`src/rtl/bgpr_pkg.sv`:
```
// types and constants shared by the glyph renderer modules
`timescale 1ns / 1ps
`default_nettype none

package bgpr_pkg;

    localparam int BYTE_BITS = 8;
    localparam int BIT_IDX_W = $clog2(BYTE_BITS);

    localparam int Q_DEPTH = 4;
    localparam int Q_PTR_W = $clog2(Q_DEPTH);
    localparam int Q_CNT_W = $clog2(Q_DEPTH + 1);

    typedef enum logic [1:0] {
        FUNC_START  = 2'd0,
        FUNC_HEADER = 2'd1,
        FUNC_BITMAP = 2'd2,
        FUNC_END    = 2'd3
    } t_func;

    typedef enum logic [1:0] {
        CFG_SCREEN_WIDTH = 2'd0,
        CFG_CHAR_HEIGHT  = 2'd1,
        CFG_CHAR_SPACING = 2'd2,
        CFG_FG_COLOR     = 2'd3
    } t_cfg_idx;

    localparam logic KIND_PIXEL = 1'b0;
    localparam logic KIND_DONE  = 1'b1;

    // one queued job: a masked bitmap byte or a done report
    typedef struct packed {
        logic                 kind;
        logic [BYTE_BITS-1:0] mask;
        logic [15:0]          x_base;
        logic [15:0]          y;
        logic [31:0]          color;
        logic [15:0]          count;
    } t_job;

    typedef struct packed {
        logic full;
        logic empty;
    } t_q_status;

endpackage

`default_nettype wire

```
`src/rtl/bgpr_front.sv`:
```
// front end: config registers, cursor state and job generation per input beat
`timescale 1ns / 1ps
`default_nettype none

module bgpr_front (
    input  wire logic          i_clk,
    input  wire logic          i_rst_n,
    input  wire logic          i_cfg_wr,
    input  wire logic [1:0]    i_cfg_index,
    input  wire logic [31:0]   i_cfg_data,
    input  wire logic          i_accept,
    input  wire logic [1:0]    i_func,
    input  wire logic [15:0]   i_start_x,
    input  wire logic [15:0]   i_start_y,
    input  wire logic [7:0]    i_data_byte,
    output logic               o_push,
    output bgpr_pkg::t_job     o_job
);

    logic [15:0] r_screen_width;
    logic [7:0]  r_char_height;
    logic [7:0]  r_char_spacing;
    logic [31:0] r_fg_color;

    logic [15:0] r_cursor_x, n_cursor_x;
    logic [15:0] r_cursor_y, n_cursor_y;
    logic [7:0]  r_glyph_width, n_glyph_width;
    logic [7:0]  r_bits_left, n_bits_left;
    logic [7:0]  r_row_index, n_row_index;
    logic        r_active, n_active;
    logic        r_stopped, n_stopped;
    logic [15:0] r_count, n_count;

    logic [7:0]  nb;
    logic [7:0]  bits_after;
    logic [7:0]  row_next;
    logic [16:0] edge_sum;
    logic [7:0]  fin_width;
    logic        do_finish;

    always_ff @(posedge i_clk) begin
        if (!i_rst_n) begin
            r_screen_width <= 16'd480;
            r_char_height  <= 8'd16;
            r_char_spacing <= 8'd1;
            r_fg_color     <= 32'hFFFF_FFFF;
        end else if (i_cfg_wr) begin
            case (bgpr_pkg::t_cfg_idx'(i_cfg_index))
                bgpr_pkg::CFG_SCREEN_WIDTH: r_screen_width <= i_cfg_data[15:0];
                bgpr_pkg::CFG_CHAR_HEIGHT:  r_char_height  <= i_cfg_data[7:0];
                bgpr_pkg::CFG_CHAR_SPACING: r_char_spacing <= i_cfg_data[7:0];
                bgpr_pkg::CFG_FG_COLOR:     r_fg_color     <= i_cfg_data;
                default: ;
            endcase
        end
    end

    always_comb begin
        n_cursor_x    = r_cursor_x;
        n_cursor_y    = r_cursor_y;
        n_glyph_width = r_glyph_width;
        n_bits_left   = r_bits_left;
        n_row_index   = r_row_index;
        n_active      = r_active;
        n_stopped     = r_stopped;
        n_count       = r_count;
        do_finish     = 1'b0;
        fin_width     = r_glyph_width;

        nb         = (r_bits_left >= 8'(bgpr_pkg::BYTE_BITS)) ?
                     8'(bgpr_pkg::BYTE_BITS) : r_bits_left;
        bits_after = r_bits_left - nb;
        row_next   = r_row_index + 8'd1;
        edge_sum   = {1'b0, r_cursor_x} + {9'd0, i_data_byte};

        o_push       = 1'b0;
        o_job.kind   = bgpr_pkg::KIND_PIXEL;
        o_job.x_base = r_cursor_x + {8'd0, r_bits_left};
        o_job.y      = r_cursor_y + {8'd0, r_row_index};
        o_job.color  = r_fg_color;
        o_job.count  = 16'd0;
        for (int i = 0; i < bgpr_pkg::BYTE_BITS; i++) begin
            o_job.mask[i] = i_data_byte[i] && (8'(i) < nb);
        end

        case (bgpr_pkg::t_func'(i_func))
            bgpr_pkg::FUNC_START: begin
                n_cursor_x  = i_start_x;
                n_cursor_y  = i_start_y;
                n_count     = 16'd0;
                n_active    = 1'b0;
                n_stopped   = 1'b0;
                n_bits_left = 8'd0;
                n_row_index = 8'd0;
            end
            bgpr_pkg::FUNC_HEADER: begin
                if (!r_stopped) begin
                    n_active = 1'b0;
                    if (edge_sum > {1'b0, r_screen_width}) begin
                        n_stopped = 1'b1;
                    end else begin
                        n_glyph_width = i_data_byte;
                        n_bits_left   = i_data_byte;
                        n_row_index   = 8'd0;
                        n_active      = 1'b1;
                        fin_width     = i_data_byte;
                        do_finish     = (i_data_byte == 8'd0) || (r_char_height == 8'd0);
                    end
                end
            end
            bgpr_pkg::FUNC_BITMAP: begin
                if (!r_stopped && r_active) begin
                    o_push      = (o_job.mask != '0);
                    n_bits_left = bits_after;
                    if (bits_after == 8'd0) begin
                        n_row_index = row_next;
                        if (row_next >= r_char_height) begin
                            do_finish = 1'b1;
                        end else begin
                            n_bits_left = r_glyph_width;
                        end
                    end
                end
            end
            bgpr_pkg::FUNC_END: begin
                n_active     = 1'b0;
                n_stopped    = 1'b1;
                o_push       = 1'b1;
                o_job.kind   = bgpr_pkg::KIND_DONE;
                o_job.mask   = '0;
                o_job.x_base = 16'd0;
                o_job.y      = 16'd0;
                o_job.color  = 32'd0;
                o_job.count  = r_count;
            end
            default: ;
        endcase

        if (do_finish) begin
            n_active   = 1'b0;
            n_count    = (r_count == 16'hFFFF) ? r_count : r_count + 16'd1;
            n_cursor_x = r_cursor_x + {8'd0, fin_width} + {8'd0, r_char_spacing};
        end
    end

    always_ff @(posedge i_clk) begin
        if (!i_rst_n) begin
            r_cursor_x    <= '0;
            r_cursor_y    <= '0;
            r_glyph_width <= '0;
            r_bits_left   <= '0;
            r_row_index   <= '0;
            r_active      <= 1'b0;
            r_stopped     <= 1'b0;
            r_count       <= '0;
        end else if (i_accept) begin
            r_cursor_x    <= n_cursor_x;
            r_cursor_y    <= n_cursor_y;
            r_glyph_width <= n_glyph_width;
            r_bits_left   <= n_bits_left;
            r_row_index   <= n_row_index;
            r_active      <= n_active;
            r_stopped     <= n_stopped;
            r_count       <= n_count;
        end
    end

endmodule

`default_nettype wire

```
`src/rtl/bgpr_queue.sv`:
```
// short job queue between front and back end
`timescale 1ns / 1ps
`default_nettype none

module bgpr_queue (
    input  wire logic            i_clk,
    input  wire logic            i_rst_n,
    input  wire logic            i_push,
    input  wire bgpr_pkg::t_job  i_job,
    input  wire logic            i_pop,
    output bgpr_pkg::t_job       o_job,
    output bgpr_pkg::t_q_status  o_status
);

    bgpr_pkg::t_job r_mem [bgpr_pkg::Q_DEPTH];
    logic [bgpr_pkg::Q_PTR_W-1:0] r_wr_ptr;
    logic [bgpr_pkg::Q_PTR_W-1:0] r_rd_ptr;
    logic [bgpr_pkg::Q_CNT_W-1:0] r_cnt;
    logic do_push;
    logic do_pop;

    assign o_status.full  = (r_cnt == bgpr_pkg::Q_CNT_W'(bgpr_pkg::Q_DEPTH));
    assign o_status.empty = (r_cnt == '0);
    assign do_push = i_push && !o_status.full;
    assign do_pop  = i_pop && !o_status.empty;
    assign o_job   = r_mem[r_rd_ptr];

    always_ff @(posedge i_clk) begin
        if (do_push) begin
            r_mem[r_wr_ptr] <= i_job;
        end
    end

    always_ff @(posedge i_clk) begin
        if (!i_rst_n) begin
            r_wr_ptr <= '0;
            r_rd_ptr <= '0;
            r_cnt    <= '0;
        end else begin
            if (do_push) begin
                r_wr_ptr <= (r_wr_ptr == bgpr_pkg::Q_PTR_W'(bgpr_pkg::Q_DEPTH - 1)) ?
                            '0 : r_wr_ptr + 1'b1;
            end
            if (do_pop) begin
                r_rd_ptr <= (r_rd_ptr == bgpr_pkg::Q_PTR_W'(bgpr_pkg::Q_DEPTH - 1)) ?
                            '0 : r_rd_ptr + 1'b1;
            end
            case ({do_push, do_pop})
                2'b10:   r_cnt <= r_cnt + 1'b1;
                2'b01:   r_cnt <= r_cnt - 1'b1;
                default: ;
            endcase
        end
    end

endmodule

`default_nettype wire

```
`src/rtl/bgpr_back.sv`:
```
// back end: turns each job into pixel beats or a done beat, one per cycle unless stalled, into the output register
`timescale 1ns / 1ps
`default_nettype none

module bgpr_back (
    input  wire logic            i_clk,
    input  wire logic            i_rst_n,
    input  wire bgpr_pkg::t_job  i_job,
    input  wire bgpr_pkg::t_q_status i_q_status,
    output logic                 o_pop,
    output logic                 o_out_valid,
    input  wire logic            i_out_stall,
    output logic                 o_kind,
    output logic [15:0]          o_pixel_x,
    output logic [15:0]          o_pixel_y,
    output logic [31:0]          o_color,
    output logic [15:0]          o_printed_count,
    output logic                 o_last
);

    bgpr_pkg::t_job r_work;
    logic           r_wvalid;
    logic           r_ovalid;

    logic [bgpr_pkg::BIT_IDX_W-1:0] low_idx;
    logic [bgpr_pkg::BYTE_BITS-1:0] rest;
    logic emit;
    logic work_done;
    logic emit_last;

    // the lowest set bit goes first, giving the rightmost remaining pixel
    always_comb begin
        low_idx = '0;
        for (int i = bgpr_pkg::BYTE_BITS - 1; i >= 0; i--) begin
            if (r_work.mask[i]) begin
                low_idx = bgpr_pkg::BIT_IDX_W'(i);
            end
        end
        rest = r_work.mask & ~(bgpr_pkg::BYTE_BITS'(1) << low_idx);
    end

    assign emit      = r_wvalid && (!r_ovalid || !i_out_stall);
    assign emit_last = (r_work.kind == bgpr_pkg::KIND_DONE) || (rest == '0);
    assign work_done = emit && emit_last;
    assign o_pop     = !i_q_status.empty && (!r_wvalid || work_done);
    assign o_out_valid = r_ovalid;

    always_ff @(posedge i_clk) begin
        if (!i_rst_n) begin
            r_wvalid <= 1'b0;
            r_ovalid <= 1'b0;
        end else begin
            if (o_pop) begin
                r_wvalid <= 1'b1;
            end else if (work_done) begin
                r_wvalid <= 1'b0;
            end
            if (emit) begin
                r_ovalid <= 1'b1;
            end else if (!i_out_stall) begin
                r_ovalid <= 1'b0;
            end
        end
    end

    always_ff @(posedge i_clk) begin
        if (o_pop) begin
            r_work <= i_job;
        end else if (emit) begin
            r_work.mask <= rest;
        end
        if (emit) begin
            o_kind          <= r_work.kind;
            o_pixel_x       <= (r_work.kind == bgpr_pkg::KIND_DONE) ? 16'd0 :
                               r_work.x_base - {{(16 - bgpr_pkg::BIT_IDX_W){1'b0}}, low_idx};
            o_pixel_y       <= r_work.y;
            o_color         <= r_work.color;
            o_printed_count <= r_work.count;
            o_last          <= emit_last;
        end
    end

endmodule

`default_nettype wire

```
`src/rtl/bitmap_glyph_pixel_renderer.sv`:
```
// top level of the bitmap glyph pixel renderer
//
//  channel  direction  handshake                    payload
//  in       input      i_in_valid / o_in_stall      func, start_x, start_y, data_byte
//  out      output     o_out_valid / i_out_stall    kind, pixel_x, pixel_y, color,
//                                                   printed_count, last
//  cfg      input      i_cfg_valid / o_cfg_ready    cfg_index, cfg_data
//
// the front end takes one input beat per cycle while the job queue has room
// a bitmap byte of an active glyph with k set bits among its remaining row bits gives k
// pixel beats, one per cycle from the expander into the output register while the
// output is not stalled; an end item gives one beat, other items none
// reset is synchronous and active low, with no clearing pass after it
// output stalls back up into the four-entry queue and then stall the input
`timescale 1ns / 1ps
`default_nettype none

module bitmap_glyph_pixel_renderer (
    input  wire logic        i_clk,
    input  wire logic        i_rst_n,
    input  wire logic        i_in_valid,
    output logic             o_in_stall,
    input  wire logic [1:0]  i_func,
    input  wire logic [15:0] i_start_x,
    input  wire logic [15:0] i_start_y,
    input  wire logic [7:0]  i_data_byte,
    output logic             o_out_valid,
    input  wire logic        i_out_stall,
    output logic             o_kind,
    output logic [15:0]      o_pixel_x,
    output logic [15:0]      o_pixel_y,
    output logic [31:0]      o_color,
    output logic [15:0]      o_printed_count,
    output logic             o_last,
    input  wire logic        i_cfg_valid,
    output logic             o_cfg_ready,
    input  wire logic [1:0]  i_cfg_index,
    input  wire logic [31:0] i_cfg_data
);

    bgpr_pkg::t_job      push_job;
    bgpr_pkg::t_job      pop_job;
    bgpr_pkg::t_q_status q_status;
    logic push;
    logic pop;
    logic in_accept;

    assign o_cfg_ready = 1'b1;
    assign o_in_stall  = q_status.full;
    assign in_accept   = i_in_valid && !o_in_stall;

    bgpr_front u_front (
        .i_clk       (i_clk),
        .i_rst_n     (i_rst_n),
        .i_cfg_wr    (i_cfg_valid && o_cfg_ready),
        .i_cfg_index (i_cfg_index),
        .i_cfg_data  (i_cfg_data),
        .i_accept    (in_accept),
        .i_func      (i_func),
        .i_start_x   (i_start_x),
        .i_start_y   (i_start_y),
        .i_data_byte (i_data_byte),
        .o_push      (push),
        .o_job       (push_job)
    );

    bgpr_queue u_queue (
        .i_clk    (i_clk),
        .i_rst_n  (i_rst_n),
        .i_push   (push && in_accept),
        .i_job    (push_job),
        .i_pop    (pop),
        .o_job    (pop_job),
        .o_status (q_status)
    );

    bgpr_back u_back (
        .i_clk           (i_clk),
        .i_rst_n         (i_rst_n),
        .i_job           (pop_job),
        .i_q_status      (q_status),
        .o_pop           (pop),
        .o_out_valid     (o_out_valid),
        .i_out_stall     (i_out_stall),
        .o_kind          (o_kind),
        .o_pixel_x       (o_pixel_x),
        .o_pixel_y       (o_pixel_y),
        .o_color         (o_color),
        .o_printed_count (o_printed_count),
        .o_last          (o_last)
    );

endmodule

`default_nettype wire

```
`config.mk`:
```
export PLATFORM = sky130hd
export DESIGN_NAME = bitmap_glyph_pixel_renderer
export DESIGN_NICKNAME = d
export VERILOG_FILES = /design/src/rtl/bgpr_pkg.sv /design/src/rtl/bgpr_front.sv /design/src/rtl/bgpr_queue.sv /design/src/rtl/bgpr_back.sv /design/src/rtl/bitmap_glyph_pixel_renderer.sv
export SDC_FILE = /design/constraint.sdc
export NUM_CORES = 1
export LEC_CHECK = 0
export ABC_AREA = 1
export BUFFER_PORTS_ARGS = -buffer_cell sky130_fd_sc_hd__buf_4
export CAP_MARGIN = 10
export CORE_ASPECT_RATIO = 0.6
export CORE_MARGIN = 3
export CORE_UTILIZATION = 54
export CTS_CLUSTER_DIAMETER = 150
export DETAILED_ROUTE_END_ITERATION = 12
export GPL_TIMING_DRIVEN = 1
export PLACE_DENSITY = 0.84
export RECOVER_POWER = 50
export SYNTH_ARGS = -nofsm -noshare
export SYNTH_HDL_FRONTEND = slang
export SYNTH_SLANG_ARGS = --single-unit
```
`constraint.sdc`:
```
create_clock -name i_clk -period 6.2 [get_ports i_clk]
set_clock_uncertainty 0.05 [all_clocks]
set_input_delay 0.62 -clock i_clk [delete_from_list [all_inputs] [get_ports i_clk]]
set_output_delay 0.62 -clock i_clk [all_outputs]
set_load 0.005 [all_outputs]
```
==> results by group <==
Hold path
  • Worst hold-check path type: primary input to flip-flop
  • Number of instances on the worst hold path: 3

Synthesis
  • Synthesized area per cell: 10.76 sq um
  • Number of warnings reported in the yosys synthesis log: 0
  • EDFF count, synth: 527
  • Post-Synthesis Cell Area: 28,970 sq um
  • Unique cell type count in the Yosys netlist: 57
  • Async SR Flop Fraction: 0%
  • Flops & latches, synth: 676
  • Most frequently used flop master after synthesis: edfxtp_1
  • Mapped Cells: 2,693
  • Share of synthesized area occupied by flip-flops and latches: 64.93%

Clock tree
  • Number of buffers inserted by hold repair at cts: 0
  • CTS tree: yes
  • Total clock buffers created by CTS: 59
  • Number of buffers on the longest clock path: 3
  • Library cell used as clock root buffer: clkbuf_16
  • Post-CTS clock slew at the launch and capture registers of the worst setup and hold paths: 0.07 ns
  • Clock sinks: 676
  • Number of levels in the clock H-tree: 2
  • Worst skew pair latency: 0.61 ns

Floorplanning
  • Die W: 305.0 um
  • Starting density of the core: 54.88%
  • Die outline area: 56,550 sq um
  • Chip height: 185.4 um
  • Top-level port count: 166
  • Core box area: 52,780 sq um
  • Number of placement rows: 65

Power and ir drop
  • Power share of the clock group: 29.6%
  • Overall power after layout: 12.70 mW
  • Internal power: 8.893 mW
  • Switching share of power: 29.97%
  • Combinational cell fraction of total power: 22.0%
  • Static power due to leakage: 12.85 nW
  • Power dissipated by switching net loads: 3.805 mW
  • P per Cell Area: 382.1 nW/um^2
  • Fraction of power consumed by sequential logic: 48.5%
  • Worst voltage drop across the vdd grid: 0.2884 mV

Layout
  • Highest-count cells in the layout ignoring fill and taps: 527 x edfxtp_1, 367 x nor2_1, 340 x nand2_1
  • Area occupied by registers: 18,810 sq um
  • Net total in the final layout: 3,041
  • Fill cell instance count of the final layout: 3,932
  • Diodes inserted: 0
  • Multi-input logic area: 8760 sq um
  • Layout Area Growth over Synthesis: 14.72%
  • Share of post-route cells with drive strength above 1: 13.68%
  • Layout Utilization: 62.96%
  • Most common cell after layout, fill and taps aside: edfxtp_1

Detailed routing
  • Iteration count of the initial detailed-routing pass: 6
  • Detailed-route via count: 20,490
  • Routed wirelength normalized by instance count: 19.55 um
  • Total wire length: 70,950 um
  • Post-detailed-route via-to-cell ratio: 5.647
  • ANT nets after route: 0
  • Post-route DRC: 0
  • Initial DRC count: 2,276

Critical path
  • Required time at the endpoint of the critical path: 6.53 ns
  • CP max-delay cell: fa_1
  • Critical path capture point type: flip-flop
  • Path depth of the worst reg2reg path: 40
  • Most common cell on crit path: nand2_1
  • CP arrival: 6.13 ns
  • Largest incremental delay on the critical path: 0.42 ns
  • Type of the setup path with the least slack: flip-flop to flip-flop
  • CP Launch Type: flip-flop
  • Crit-path max FO: 4

Placement
  • Routability cong.: 0.9520
  • IO buf count: 164
  • HPWL reported at the end of detailed placement: 45,740 um

Global routing
  • Vias in the first global route: 19,810
  • Global-route wire length before repair: 108,400 um
  • All-layer global routing usage: 24.54%
  • Pin count of the biggest net entering global routing: 116
  • Leftover overflow at the end of global routing: 0
  • Antenna violations before repair: 4

Timing
  • Final period demand of the worst path: 5.796 ns
  • Final hold viol count: 0
  • Upper clock frequency limit: 0.1725 GHz
  • Final period utilization: 93.48%
  • Worst-Margin Slew: 4.215 ns
  • Pins Over Slew Limit: 295
  • Max_slew headroom: -181.0%
  • Final setup violating endpoints: 0
  • Total negative slack for setup checks: 0 ns

Run
  • Maximum capacitance violations: 5

Run status
  • Status: complete, but fails checks
  • Violations in the final reports: max-capacitance violations, max-slew violations
## path summary, 6_finish.rpt
kind	start	endpoint	slack (ns)
worst max-delay path	u_front.r_cursor_x[1]	u_front.r_cursor_x[13]	0.40
worst min register to register	u_back.r_work[38]	u_back.o_color[22]	0.37
worst max register to register	u_front.r_cursor_x[1]	u_front.r_cursor_x[13]	0.40
worst min-delay path	i_cfg_data[19]	u_front.r_fg_color[19]	0.18
## sequential cells by signal, indices dropped and copies added (netlist names), 16 cells and up, named ones only
name                    cells
u_front.r_screen_width     16
u_front.r_cursor_y         16
u_front.r_count            16
u_queue.r_mem             356
u_back.o_pixel_y           16
u_back.o_color             32
u_back.r_work              89
u_front.r_fg_color         32
u_front.r_cursor_x         16
u_back.o_pixel_x           16
u_back.o_printed_count     16
## power by group through the flow
stage          registers [mW]  logic [mW]  clock network, mW
2_1_floorplan            6.18        1.68                  0
3_5_place_dp             6.24        2.77                  0
6_report                 6.16        2.79               3.75
5_1_grt                  6.23        3.09               4.00
4_1_cts                  6.15        2.79               3.80
3_3_place_gp             6.22        2.64                  0
## area by class of cell
class                      count  share of cell area, %
clock buffer                  80                  4.985
timing repair buffer         238                  5.248
tap                          703                  2.647
sequential                   676                  56.62
inverter                     273                  3.106
clock inverter                32                  1.039
multi-input combinational   1626                  26.36
## layer usage
| layer | part of all wire (%) | routed length, um | GRT usage (%) |
|---|---|---|---|
| met3 | 9.3 | 6569 | 4.766 |
| met4 | 2.2 | 1544 | 6.502 |
| met1 | 43 | 30310 | 34.62 |
| met5 | 0.011 | 8 | 0 |
| met2 | 46 | 32510 | 39.46 |
## worst max-delay path, delay by kind of cell, from the launching register on
family / cells / cell delay [ns]
AOI/OAI and AO/OA: 11 / 1.44
adders and majority gates: 5 / 1.52
and+or+nand+nor: 18 / 1.65
buffers and inverters: 4 / 0.26
xor gates and xnor gates: 2 / 0.28
DFF: 1 / 0.36
## repair_timing
action | 4_1_cts | 5_1_grt
pin swaps | 0 | 12
hold endpoints to repair | 0 | 0
setup buffers | 0 | 4
gates cloned | 0 | 0
gates resized for setup | 6 | 28
setup endpoints to repair | 3 | 9
## logic make-up (layout without fill, tap and decap cells)
group	count (synthesis)	in the layout	share of synthesized area (%)
other	1	2	0.01295
XOR/XNOR	56	56	1.693
AO/OA/AOI/OAI	616	616	11.55
AND/OR/NAND/NOR	866	866	12.43
flip-flops	676	676	64.93
buffers and inverters	392	623	5.313
adder cells (fa/ha/maj)	86	86	4.077
## cell usage after synthesis, types with 17 or more instances
cell type  count  share of area, %
edfxtp_1     527                55
nor2_1       374               4.8
nand2_1      343               4.4
o21ai_0      286               4.9
inv_1        259               3.4
a21oi_1      167               2.9
dfxtp_1      149                10
clkbuf_1      95               1.2
o22ai_1       82               1.8
ha_1          72               3.1
nand3_1       71               1.2
xor2_1        39               1.2
o21ai_1       30              0.52
nand2_2       18              0.39
nor3_1        18              0.31
xnor2_1       17              0.51
## through the flow
step	worst slack [ns]	hold slack [ns]	instances	area, sq um
floorplan	0.03327	0.3503	2694	28970
global placement	-0.5992	0.3515	3512	31170
detailed placement	-0.7138	0.3545	3512	31170
CTS	0.05339	0.1501	3624	33190
global route	-0.1229	0.1645	3628	33230
finish	0.4043	0.1771	3628	33230
No activity file was read; power rests on OpenSTA's default activity.
